### config.mk
export PLATFORM = sky130hd
export DESIGN_NAME = ubx_nav_frame_decoder
export DESIGN_NICKNAME = d
export VERILOG_FILES = /design/src/rtl/core/unfd_pkg.sv /design/src/rtl/core/unfd_dp.sv /design/src/rtl/core/unfd_ctrl.sv /design/src/rtl/core/ubx_nav_frame_decoder.sv
export SDC_FILE = /design/constraint.sdc
export NUM_CORES = 2
export LEC_CHECK = 0
export BUFFER_PORTS_ARGS = -buffer_cell sky130_fd_sc_hd__buf_4
export CAP_MARGIN = 20
export CORE_MARGIN = 1.5
export CORE_UTILIZATION = 50
export CTS_CLUSTER_DIAMETER = 50
export DETAILED_ROUTE_END_ITERATION = 7
export PLACE_DENSITY = 0.7
export RECOVER_POWER = 25
export SLEW_MARGIN = 5
export SYNTH_ARGS = -nofsm -noshare
export SYNTH_HDL_FRONTEND = slang
export SYNTH_SLANG_ARGS = --single-unit
### constraint.sdc
create_clock -name clk_i -period 4.96 [get_ports clk_i]
set_input_delay 0.496 -clock clk_i [delete_from_list [all_inputs] [get_ports clk_i]]
set_output_delay 0.496 -clock clk_i [all_outputs]
set_load 0.01 [all_outputs]
### src/rtl/core/unfd_pkg.sv
// unfd_pkg: shared types, constants and field tables for the UBX NAV frame decoder.
// No dependencies; imported by unfd_ctrl, unfd_dp, ubx_nav_frame_decoder and unfd_checker.
`default_nettype none

package unfd_pkg;

  localparam logic [39:0] HDR_PVT = 40'hB5_62_01_07_5C;
  localparam logic [39:0] HDR_DOP = 40'hB5_62_01_04_12;
  localparam logic [7:0]  HDR_LEN_HI = 8'h00;
  localparam logic [2:0]  WIN_FULL = 3'd5;

  localparam logic [6:0] PVT_BYTES = 7'd94;
  localparam logic [6:0] DOP_BYTES = 7'd20;

  localparam logic KIND_PVT = 1'b0;
  localparam logic KIND_DOP = 1'b1;

  localparam logic [4:0] FLD_NUMSV    = 5'd7;
  localparam logic [4:0] FLD_LON      = 5'd8;
  localparam logic [4:0] FLD_LAT      = 5'd9;
  localparam logic [4:0] FLD_HMSL     = 5'd10;
  localparam logic [4:0] FLD_PDOP     = 5'd19;
  localparam logic [4:0] FLD_DLT_BASE = 5'd20;
  localparam logic [4:0] FLD_DOP_LAST = 5'd3;

  localparam logic [1:0] DLT_LON = 2'd0;
  localparam logic [1:0] DLT_LAT = 2'd1;
  localparam logic [1:0] DLT_HGT = 2'd2;

  localparam logic       CFG_MIN_SAT  = 1'b0;
  localparam logic       CFG_MAX_PDOP = 1'b1;
  localparam logic [7:0] MIN_SAT_RST  = 8'd8;
  localparam logic [15:0] MAX_PDOP_RST = 16'd175;

  typedef struct packed {
    logic       win_shift;
    logic       win_clear;
    logic       store;
    logic       pos_clear;
    logic       rd_en;
    logic       take;
    logic       emit;
    logic       emit_delta;
    logic       kind;
    logic [4:0] fld;
    logic [1:0] bidx;
    logic [1:0] didx;
  } cmd_t;

  typedef struct packed {
    logic hit_pvt;
    logic hit_dop;
    logic pos_last;
    logic out_free;
    logic deltas;
  } sts_t;

  function automatic logic [6:0] fld_off(input logic kind, input logic [4:0] idx);
    logic [6:0] off;
    off = 7'd0;
    if (kind == KIND_DOP) begin
      case (idx)
        5'd0:    off = 7'd8;
        5'd1:    off = 7'd10;
        5'd2:    off = 7'd14;
        5'd3:    off = 7'd16;
        default: off = 7'd0;
      endcase
    end else begin
      case (idx)
        5'd0:    off = 7'd4;
        5'd1:    off = 7'd6;
        5'd2:    off = 7'd7;
        5'd3:    off = 7'd8;
        5'd4:    off = 7'd9;
        5'd5:    off = 7'd10;
        5'd6:    off = 7'd20;
        5'd7:    off = 7'd23;
        5'd8:    off = 7'd24;
        5'd9:    off = 7'd28;
        5'd10:   off = 7'd36;
        5'd11:   off = 7'd40;
        5'd12:   off = 7'd44;
        5'd13:   off = 7'd48;
        5'd14:   off = 7'd52;
        5'd15:   off = 7'd56;
        5'd16:   off = 7'd60;
        5'd17:   off = 7'd64;
        5'd18:   off = 7'd68;
        5'd19:   off = 7'd76;
        default: off = 7'd0;
      endcase
    end
    return off;
  endfunction

  // byte count minus one
  function automatic logic [1:0] fld_len(input logic kind, input logic [4:0] idx);
    logic [1:0] len;
    len = 2'd1;
    if (kind == KIND_PVT) begin
      case (idx)
        5'd0:    len = 2'd1;
        5'd1, 5'd2, 5'd3, 5'd4, 5'd5, 5'd6, 5'd7: len = 2'd0;
        5'd19:   len = 2'd1;
        default: len = 2'd3;
      endcase
    end
    return len;
  endfunction

  function automatic logic fld_sgn(input logic kind, input logic [4:0] idx);
    logic sgn;
    sgn = 1'b0;
    if (kind == KIND_PVT) begin
      case (idx)
        5'd8, 5'd9, 5'd10, 5'd13, 5'd14, 5'd15, 5'd16, 5'd17: sgn = 1'b1;
        default: sgn = 1'b0;
      endcase
    end
    return sgn;
  endfunction

endpackage

`default_nettype wire

### src/rtl/core/unfd_dp.sv
// unfd_dp: header window, payload store, field assembly, home point and result register.
// Depends on unfd_pkg; driven by unfd_ctrl through cmd_t, reports through sts_t.
`default_nettype none

module unfd_dp import unfd_pkg::*; #(
  parameter int unsigned PAYLOAD_DEPTH = 128
) (
  input  logic               clk_i,
  input  logic               rst_ni,
  input  logic [7:0]         rx_byte_i,
  input  logic               cfg_we_i,
  input  logic               cfg_index_i,
  input  logic [15:0]        cfg_data_i,
  input  cmd_t               cmd_i,
  output sts_t               sts_o,
  input  logic               out_stall_i,
  output logic               out_valid_o,
  output logic [4:0]         field_id_o,
  output logic signed [33:0] field_value_o,
  output logic               frame_kind_o,
  output logic               last_field_o
);

  localparam int unsigned AW = $clog2(PAYLOAD_DEPTH);

  logic [39:0] win_q;
  logic [2:0]  fill_q;
  logic [6:0]  pos_q;
  logic [7:0]  mem [PAYLOAD_DEPTH];
  logic [7:0]  rd_data_q;
  logic [31:0] asm_q;
  logic [7:0]  sats_q;
  logic [31:0] lon_q, lat_q, hgt_q;
  logic [31:0] home_lon_q, home_lat_q, home_hgt_q;
  logic        home_valid_q;
  logic        deltas_q;
  logic [7:0]  min_sat_q;
  logic [15:0] max_pdop_q;
  logic        out_valid_q;
  logic [4:0]  out_id_q;
  logic [33:0] out_value_q;
  logic        out_kind_q;
  logic        out_last_q;

  logic [AW-1:0] wr_addr, rd_addr;
  logic [6:0]    rd_off;
  logic          win_full;
  logic          gate, deltas_d, pdop_emit;
  logic [33:0]   fld_value, dlt_value;
  logic [31:0]   dlt_cur, dlt_home;
  logic          fld_last;

  assign win_full = (fill_q == WIN_FULL) && (rx_byte_i == HDR_LEN_HI);
  assign sts_o.hit_pvt  = win_full && (win_q == HDR_PVT);
  assign sts_o.hit_dop  = win_full && (win_q == HDR_DOP);
  assign sts_o.pos_last = (cmd_i.kind == KIND_DOP) ? (pos_q == DOP_BYTES - 7'd1)
                                                    : (pos_q == PVT_BYTES - 7'd1);
  assign sts_o.out_free = !out_valid_q || !out_stall_i;
  assign sts_o.deltas   = deltas_q;

  always_ff @(posedge clk_i or negedge rst_ni) begin
    if (!rst_ni) begin
      win_q  <= '0;
      fill_q <= '0;
      pos_q  <= '0;
    end else begin
      if (cmd_i.win_clear) begin
        win_q  <= '0;
        fill_q <= '0;
      end else if (cmd_i.win_shift) begin
        win_q <= {win_q[31:0], rx_byte_i};
        if (fill_q != WIN_FULL) begin
          fill_q <= fill_q + 3'd1;
        end
      end
      if (cmd_i.pos_clear) begin
        pos_q <= '0;
      end else if (cmd_i.store) begin
        pos_q <= pos_q + 7'd1;
      end
    end
  end

  assign rd_off  = fld_off(cmd_i.kind, cmd_i.fld) + {5'd0, cmd_i.bidx};
  assign rd_addr = AW'(rd_off);
  assign wr_addr = AW'(pos_q);

  always_ff @(posedge clk_i) begin
    if (cmd_i.store) begin
      mem[wr_addr] <= rx_byte_i;
    end
    if (cmd_i.rd_en) begin
      rd_data_q <= mem[rd_addr];
    end
  end

  always_ff @(posedge clk_i) begin
    if (cmd_i.take) begin
      if (cmd_i.bidx == 2'd0) begin
        asm_q <= {24'd0, rd_data_q};
      end else begin
        asm_q[8*cmd_i.bidx +: 8] <= rd_data_q;
      end
    end
    if (cmd_i.emit && cmd_i.kind == KIND_PVT) begin
      if (cmd_i.fld == FLD_NUMSV) begin
        sats_q <= asm_q[7:0];
      end
      if (cmd_i.fld == FLD_LON) begin
        lon_q <= asm_q;
      end
      if (cmd_i.fld == FLD_LAT) begin
        lat_q <= asm_q;
      end
      if (cmd_i.fld == FLD_HMSL) begin
        hgt_q <= asm_q;
      end
    end
  end

  assign gate      = (sats_q > min_sat_q) && (asm_q[15:0] < max_pdop_q);
  assign deltas_d  = gate && home_valid_q;
  assign pdop_emit = cmd_i.emit && (cmd_i.kind == KIND_PVT) && (cmd_i.fld == FLD_PDOP);

  always_ff @(posedge clk_i or negedge rst_ni) begin
    if (!rst_ni) begin
      min_sat_q    <= MIN_SAT_RST;
      max_pdop_q   <= MAX_PDOP_RST;
      home_valid_q <= 1'b0;
      home_lon_q   <= '0;
      home_lat_q   <= '0;
      home_hgt_q   <= '0;
      deltas_q     <= 1'b0;
    end else begin
      if (cfg_we_i) begin
        if (cfg_index_i == CFG_MIN_SAT) begin
          min_sat_q <= cfg_data_i[7:0];
        end else begin
          max_pdop_q <= cfg_data_i;
        end
      end
      if (pdop_emit) begin
        deltas_q <= deltas_d;
        if (gate && !home_valid_q) begin
          home_valid_q <= 1'b1;
          home_lon_q   <= lon_q;
          home_lat_q   <= lat_q;
          home_hgt_q   <= hgt_q;
        end
      end
    end
  end

  assign fld_value = fld_sgn(cmd_i.kind, cmd_i.fld) ? {{2{asm_q[31]}}, asm_q}
                                                     : {2'b00, asm_q};

  always_comb begin
    case (cmd_i.didx)
      DLT_LON: begin
        dlt_cur  = lon_q;
        dlt_home = home_lon_q;
      end
      DLT_LAT: begin
        dlt_cur  = lat_q;
        dlt_home = home_lat_q;
      end
      default: begin
        dlt_cur  = hgt_q;
        dlt_home = home_hgt_q;
      end
    endcase
  end

  assign dlt_value = {{2{dlt_cur[31]}}, dlt_cur} - {{2{dlt_home[31]}}, dlt_home};

  assign fld_last = (cmd_i.kind == KIND_DOP) ? (cmd_i.fld == FLD_DOP_LAST)
                                              : ((cmd_i.fld == FLD_PDOP) && !deltas_d);

  always_ff @(posedge clk_i or negedge rst_ni) begin
    if (!rst_ni) begin
      out_valid_q <= 1'b0;
    end else if (cmd_i.emit || cmd_i.emit_delta) begin
      out_valid_q <= 1'b1;
    end else if (!out_stall_i) begin
      out_valid_q <= 1'b0;
    end
  end

  always_ff @(posedge clk_i) begin
    if (cmd_i.emit) begin
      out_id_q    <= cmd_i.fld;
      out_value_q <= fld_value;
      out_kind_q  <= cmd_i.kind;
      out_last_q  <= fld_last;
    end else if (cmd_i.emit_delta) begin
      out_id_q    <= FLD_DLT_BASE + {3'd0, cmd_i.didx};
      out_value_q <= dlt_value;
      out_kind_q  <= KIND_PVT;
      out_last_q  <= (cmd_i.didx == DLT_HGT);
    end
  end

  assign out_valid_o   = out_valid_q;
  assign field_id_o    = out_id_q;
  assign field_value_o = out_value_q;
  assign frame_kind_o  = out_kind_q;
  assign last_field_o  = out_last_q;

endmodule

`default_nettype wire

### src/rtl/core/unfd_ctrl.sv
// unfd_ctrl: framing and result sequencer for the UBX NAV frame decoder.
// Depends on unfd_pkg; commands unfd_dp through cmd_t and reads sts_t.
`default_nettype none

module unfd_ctrl import unfd_pkg::*; (
  input  logic clk_i,
  input  logic rst_ni,
  input  logic in_valid_i,
  output logic in_stall_o,
  input  logic overrun_i,
  input  sts_t sts_i,
  output cmd_t cmd_o
);

  typedef enum logic [2:0] {
    S_HUNT,
    S_PVT,
    S_DOP,
    S_RD,
    S_TAKE,
    S_EMIT,
    S_CHK,
    S_DELTA
  } state_e;

  state_e     state_q;
  logic       kind_q;
  logic [4:0] fld_q;
  logic [1:0] bidx_q;
  logic [1:0] didx_q;
  logic       accept;
  logic       in_frame;

  assign in_frame   = (state_q == S_PVT) || (state_q == S_DOP);
  assign in_stall_o = !((state_q == S_HUNT) || in_frame);
  assign accept     = in_valid_i && !in_stall_o;

  always_comb begin
    cmd_o      = '0;
    cmd_o.kind = kind_q;
    cmd_o.fld  = fld_q;
    cmd_o.bidx = bidx_q;
    cmd_o.didx = didx_q;
    case (state_q)
      S_HUNT: begin
        if (accept) begin
          if (overrun_i) begin
            cmd_o.win_clear = 1'b1;
            cmd_o.pos_clear = 1'b1;
          end else if (sts_i.hit_pvt || sts_i.hit_dop) begin
            cmd_o.pos_clear = 1'b1;
          end else begin
            cmd_o.win_shift = 1'b1;
          end
        end
      end
      S_PVT, S_DOP: begin
        if (accept) begin
          if (overrun_i) begin
            cmd_o.win_clear = 1'b1;
            cmd_o.pos_clear = 1'b1;
          end else begin
            cmd_o.store = 1'b1;
            if (sts_i.pos_last) begin
              cmd_o.win_clear = 1'b1;
              cmd_o.pos_clear = 1'b1;
            end
          end
        end
      end
      S_RD:    cmd_o.rd_en = 1'b1;
      S_TAKE:  cmd_o.take = 1'b1;
      S_EMIT:  cmd_o.emit = sts_i.out_free;
      S_DELTA: cmd_o.emit_delta = sts_i.out_free;
      default: cmd_o.rd_en = 1'b0;
    endcase
  end

  always_ff @(posedge clk_i or negedge rst_ni) begin
    if (!rst_ni) begin
      state_q <= S_HUNT;
      kind_q  <= KIND_PVT;
      fld_q   <= '0;
      bidx_q  <= '0;
      didx_q  <= '0;
    end else begin
      case (state_q)
        S_HUNT: begin
          if (accept && !overrun_i) begin
            if (sts_i.hit_pvt) begin
              state_q <= S_PVT;
              kind_q  <= KIND_PVT;
            end else if (sts_i.hit_dop) begin
              state_q <= S_DOP;
              kind_q  <= KIND_DOP;
            end
          end
        end
        S_PVT, S_DOP: begin
          if (accept) begin
            if (overrun_i) begin
              state_q <= S_HUNT;
            end else if (sts_i.pos_last) begin
              state_q <= S_RD;
              fld_q   <= '0;
              bidx_q  <= '0;
            end
          end
        end
        S_RD: state_q <= S_TAKE;
        S_TAKE: begin
          if (bidx_q == fld_len(kind_q, fld_q)) begin
            state_q <= S_EMIT;
          end else begin
            bidx_q  <= bidx_q + 2'd1;
            state_q <= S_RD;
          end
        end
        S_EMIT: begin
          if (sts_i.out_free) begin
            if (kind_q == KIND_DOP && fld_q == FLD_DOP_LAST) begin
              state_q <= S_HUNT;
            end else if (kind_q == KIND_PVT && fld_q == FLD_PDOP) begin
              state_q <= S_CHK;
            end else begin
              fld_q   <= fld_q + 5'd1;
              bidx_q  <= '0;
              state_q <= S_RD;
            end
          end
        end
        S_CHK: begin
          didx_q  <= DLT_LON;
          state_q <= sts_i.deltas ? S_DELTA : S_HUNT;
        end
        S_DELTA: begin
          if (sts_i.out_free) begin
            if (didx_q == DLT_HGT) begin
              state_q <= S_HUNT;
            end else begin
              didx_q <= didx_q + 2'd1;
            end
          end
        end
        default: state_q <= S_HUNT;
      endcase
    end
  end

endmodule

`default_nettype wire

### src/rtl/core/ubx_nav_frame_decoder.sv
// ubx_nav_frame_decoder: UBX NAV-PVT / NAV-DOP byte-stream decoder, top level.
// Depends on unfd_pkg, unfd_ctrl and unfd_dp.
//
// Input channel: one received byte per item (rx_byte_i, overrun_i) on in_valid_i/in_stall_o.
// While hunting for a header or storing a frame the block takes one item per cycle.
// Output channel: one decoded field per item on out_valid_o/out_stall_i, held in a single
// result register; last_field_o marks the final result of a frame.
// Config channel: cfg_valid_i/cfg_ready_o with cfg_index_i (0 min_satellites,
// 1 max_pdop) and cfg_data_i; always ready; write only while idle.
// Once the closing byte is stored, each field is fetched from the payload store byte by
// byte, through a read state (S_RD) and a take state (S_TAKE) per byte, and then emitted
// (S_EMIT); the input stalls for this whole result phase, home deltas included.
// Stalls on the output hold the current result and pause the burst.
// Reset: async, active low; clears framing, home point and registers to their defaults.
// An overrun byte drops any partial frame and restarts header search.
`default_nettype none

module ubx_nav_frame_decoder import unfd_pkg::*; #(
  parameter int unsigned PAYLOAD_DEPTH = 128
) (
  input  logic               clk_i,
  input  logic               rst_ni,
  input  logic               in_valid_i,
  output logic               in_stall_o,
  input  logic [7:0]         rx_byte_i,
  input  logic               overrun_i,
  output logic               out_valid_o,
  input  logic               out_stall_i,
  output logic [4:0]         field_id_o,
  output logic signed [33:0] field_value_o,
  output logic               frame_kind_o,
  output logic               last_field_o,
  input  logic               cfg_valid_i,
  output logic               cfg_ready_o,
  input  logic               cfg_index_i,
  input  logic [15:0]        cfg_data_i
);

  cmd_t cmd;
  sts_t sts;

  assign cfg_ready_o = 1'b1;

  unfd_ctrl u_ctrl (
    .clk_i      (clk_i),
    .rst_ni     (rst_ni),
    .in_valid_i (in_valid_i),
    .in_stall_o (in_stall_o),
    .overrun_i  (overrun_i),
    .sts_i      (sts),
    .cmd_o      (cmd)
  );

  unfd_dp #(
    .PAYLOAD_DEPTH (PAYLOAD_DEPTH)
  ) u_dp (
    .clk_i         (clk_i),
    .rst_ni        (rst_ni),
    .rx_byte_i     (rx_byte_i),
    .cfg_we_i      (cfg_valid_i),
    .cfg_index_i   (cfg_index_i),
    .cfg_data_i    (cfg_data_i),
    .cmd_i         (cmd),
    .sts_o         (sts),
    .out_stall_i   (out_stall_i),
    .out_valid_o   (out_valid_o),
    .field_id_o    (field_id_o),
    .field_value_o (field_value_o),
    .frame_kind_o  (frame_kind_o),
    .last_field_o  (last_field_o)
  );

endmodule

`default_nettype wire

==> summary.md <==
The flow ran to the end, but the final reports show violations. Dividing the synthesized area by the synthesized cell count gives 16.7 um^2. The most used flip-flop cell after synthesis is edfxtp_1.

After the first detailed-routing iteration, the DRC count stood at 3,735. The clock tree root buffer cell was clkbuf_16. The time the worst path needs with I/O delays and setup was 4.67 ns. The power density of the placed cells is 365 nW/um^2, and the synthesized cell area is 57,300 um^2.

The final reports fail on max-capacitance violations, max-slew violations. Between clock sinks in the finished design, the worst skew comes to 0.0302 ns. The clock-pin slew of the registers on the worst-case setup and hold paths was 0.06 ns; the total core area was 113,000 um^2. After technology mapping, the gate count stands at 3,440.

Routability-driven placement finished with a final weighted congestion of 0.895. The biggest fanout along the worst timing path is 56, and the chip height is 341 um. The run gives 108 as the largest net degree at the start of global routing. In this run, synthesis inferred 1,196 flip-flops with an integrated enable. Required arrival time at the worst endpoint: 5.46 ns. In this run the core area contains 123 standard-cell rows. The tools report the maximum operating frequency as 214 MHz. In this design, the critical path's most frequently occurring cell is buf_12.

The worst setup path is of the reg2reg kind. The number of antenna violations at the first check in global routing is 1. TritonCTS built the clock tree. Data on the critical path arrives at its endpoint at 5.17 ns.

Horizontal die dimension: 341 um. From synthesis to final layout, the design area changed by 13.9%. The number of setup buffers added after CTS is 0. The first global-routing pass estimated 206,000 um of wire. For this run, the detailed router's first-pass iteration total came to 5. Leaving out filler cells and counting taps, the final layout contains 5,251.

The source of the critical timing path is u_ctrl.fld_q[0]. The cell type with the largest total area after synthesis is edfxtp_1. The worst setup path is launched from a register. Number of cells traversed by the worst hold path: 4.

The tools report the final number of max-transition violations as 523. After detailed routing, the number of remaining DRC violations is 0. The run gives 137,000 um as the final routed wirelength across all metal layers. The length in cells of the worst reg-to-reg path is 14. For the pin with the worst max-slew slack, the measured transition is 3.93 ns. Counting tap cells, the placed design contains a total of 4,975 instances. After the last flow step, the layout net total stands at 3,747. Setup repair after global routing left no endpoint under its margin. Fill cells in the final layout number 8,464.

The number of flip-flops and latches in the synthesized netlist was 1,382. Setup slack on the critical path of the routed design comes to 0.285 ns. In this design, the stage delay of the slowest critical-path cell is 0.51 ns. The sequential element share of the synthesized area was 70.8%; the final worst-path cycle share was 94.2%. The run gives 143 as the number of clock buffers inserted by TritonCTS. IR analysis of the VDD net gives a maximum drop of 0.317 mV.

The run gives 3 as the maximum number of buffers from clock root to sink. The kind of capture point of the worst setup path is a register. Across all layers, the routed design uses 32.2k vias.

Hold path startpoint: cfg_index_i. The tools report the final setup violation count as 0. The detailed-placement wirelength estimate came out at 85,900 um.

Once detail routing completed, the nets flagged for antenna violations numbered 0. Number of global-route vias before repair: 32.1k. The worst slack after detailed placement came out at 0.0572 ns. The launch point of the worst reg-to-reg path is u_ctrl.fld_q[0].

The H-tree was split into 4 levels. The starting density of the core is 50.6%. The run gives -162% as the worst slew margin relative to its limit. The top-area cell type share of the netlist area is 62.7%.

At the end of the flow the core is filled with cells to 57.7%. The tool flagged a number of max-cap violations equal to 9. The total overflow left after global routing is 0.

The tools report the number of inserted diodes as 0. In the synthesized netlist the async set-or-reset flop fraction comes to 13.5%. Worst hold-check slack: 0.226 ns. Dividing the detail-routed wire length by the instance count gives 26.1 um. The number of I/O pins is 75. The fraction of final layout cells sized beyond drive strength 1 is 22.0%. The ratio of routed vias to standard cells was 6.12; the number of clock sinks was 1,382.

The worst-path cell with the longest stage delay was dfrtp_1. The die covers 117,000 um^2. The kind of path behind the tightest hold check was in2reg. The leakage power summed over all cells came out at 22.4 nW.

The number of unique standard cell types used by synthesis came out at 85. At the later pin of the worst-skew pair, clock insertion delay measures 0.76 ns. The number of I/O port buffers works out to 73. Walking the worst path, the cells encountered are inv_1 > ha_1 > a21boi_0 > o21ai_0 > fa_1 > nand2b_1 > o211ai_4 > buf_12 > buf_12 > mux4_2 > nand2_1 > a32oi_1 > nand4b_1 > nor4_1.

Final count of hold timing violations: 0. The number of nets handed over by synthesis was 3,549. Sorting the synthesized cells by area gives the leading types as edfxtp_1 63%, mux4_2 10%, dfrtp_1 7.8%. For this run, the number of Yosys warnings is 0.

In the global route stage, overall resource usage came out at 23.8%. The tools report the summed negative setup slack over all endpoints as 0 ns.
[report_power, final]
group / internal, mW / leakage (nW) / switching (mW)
sequential: 12.7 / 13.0 / 0.0367
clock: 6.18 / 2.29 / 4.51
combinational: 0.111 / 7.13 / 0.263
total: 19.0 / 22.4 / 4.81
[critical path, delay by kind of cell, from the launching register on]
kind	cells	cell delay (ns)
simple gates	4	0.90
fa+ha+maj	2	0.89
buf+inv	3	0.72
compound gates	4	1.04
flops	1	0.51
mux	1	0.28
[registers in the layout (all words and copies together), names as in the netlist, 16 cells and up]
signal / flops
u_dp.max_pdop_q: 16
u_dp.asm_q: 32
u_dp.lat_q: 32
u_dp.lon_q: 32
u_dp.home_hgt_q: 32
u_dp.home_lat_q: 32
u_dp.hgt_q: 32
u_dp.mem: 1012
u_dp.home_lon_q: 32
u_dp.field_value_o: 33
u_dp.win_q: 40
[cell families (layout without fill, tap and decap cells)]
family	count (synthesis)	in the layout	share of synthesized area [%]
simple gates	858	858	6.84
other cells	1	1	0.00655
fa+ha+maj	78	78	1.73
buf+inv	229	540	1.68
flops	1382	1382	70.8
compound gates	455	455	5.53
mux	398	398	12.8
xor+xnor	39	39	0.609
[metrics by stage]
stage	power [mW]	instance area [um^2]
2_1_floorplan	13.1	57300
3_3_place_gp	13.3	60300
3_5_place_dp	13.3	60300
4_1_cts	23.9	65200
5_1_grt	24.4	65200
6_report	23.8	65200
[cells in the mapped netlist, drive strengths merged, types with 4 or more instances]
| library cell | number |
|---|---|
| mux2 | 117 |
| xor2 | 12 |
| a2111oi | 7 |
| a211oi | 9 |
| ha | 76 |
| nor3 | 35 |
| mux2i | 27 |
| nor4b | 5 |
| nor2b | 21 |
| dfstp | 7 |
| nor2 | 217 |
| nand2b | 42 |
| edfxtp | 1196 |
| a21o | 28 |
| buf | 72 |
| a31oi | 9 |
| inv | 49 |
| o211ai | 10 |
| o41ai | 4 |
| o21a | 10 |
| o21ai | 67 |
| and2 | 20 |
| nand3 | 96 |
| nand2 | 332 |
| mux4 | 254 |
| clkbuf | 108 |
| nor4 | 13 |
| dfrtp | 179 |
| o31ai | 9 |
| a22oi | 35 |
| and3 | 14 |
| a21boi | 7 |
| o21bai | 5 |
| nand4 | 36 |
| a32oi | 16 |
| o22a | 4 |
| a22o | 75 |
| xnor2 | 27 |
| a21oi | 126 |
| nor3b | 4 |
| o2111ai | 9 |
[cell type report]
type / instances / area [um^2] / share of cell area, %
clock buffer: 170 / 3830 / 5.87
clock inverter: 88 / 867 / 1.33
inverter: 49 / 184 / 0.282
multi-input combinational: 1829 / 15900 / 24.3
sequential: 1382 / 40600 / 62.2
tap: 1500 / 1880 / 2.88
timing repair buffer: 233 / 2030 / 3.12
[metal layers]
| metal | global-route usage (%) | vias to the layer above | wire, um |
|---|---|---|---|
| met5 | 0 | - | 0 |
| met4 | 9.40 | 0 | 5050 |
| met3 | 3.73 | 282 | 11100 |
| met2 | 37.8 | 1496 | 65700 |
| met1 | 33.2 | 16400 | 55400 |
| li1 | - | 13900 | - |
[what timing repair did]
action / 4_1_cts / 5_1_grt
hold buffers: 17 / 0
setup endpoints to repair: 0 / 10
gates resized for setup: 0 / 17
hold endpoints to repair: 103 / 0
[final timing paths]
check                                 endpoint  slack [ns]
setup reg to reg             u_dp.rd_data_q[3]        0.29
min in group asynchronous   u_dp.home_hgt_q[2]        1.74
hold reg to reg                 u_dp.win_q[37]        0.50
setup / recovery             u_dp.rd_data_q[3]        0.29
hold / removal               u_dp.min_sat_q[3]        0.23
max in group asynchronous  u_dp.home_hgt_q[22]        0.93
[placed cells by master (no fill, tap or decap), drive strengths merged, types with 21 or more instances in the layout]
master,n
nand2,332
nor3,35
ha,76
dfrtp,179
xnor2,27
inv,61
mux2i,27
mux4,254
a21o,28
a21oi,126
nand3,96
o21ai,67
nand4,36
nand2b,42
edfxtp,1196
clkinv,59
mux2,117
nor2,217
clkbuf,182
a22oi,35
buf,203
a22o,75
nor2b,21
Note: power is estimated with default switching activity, not from simulation.
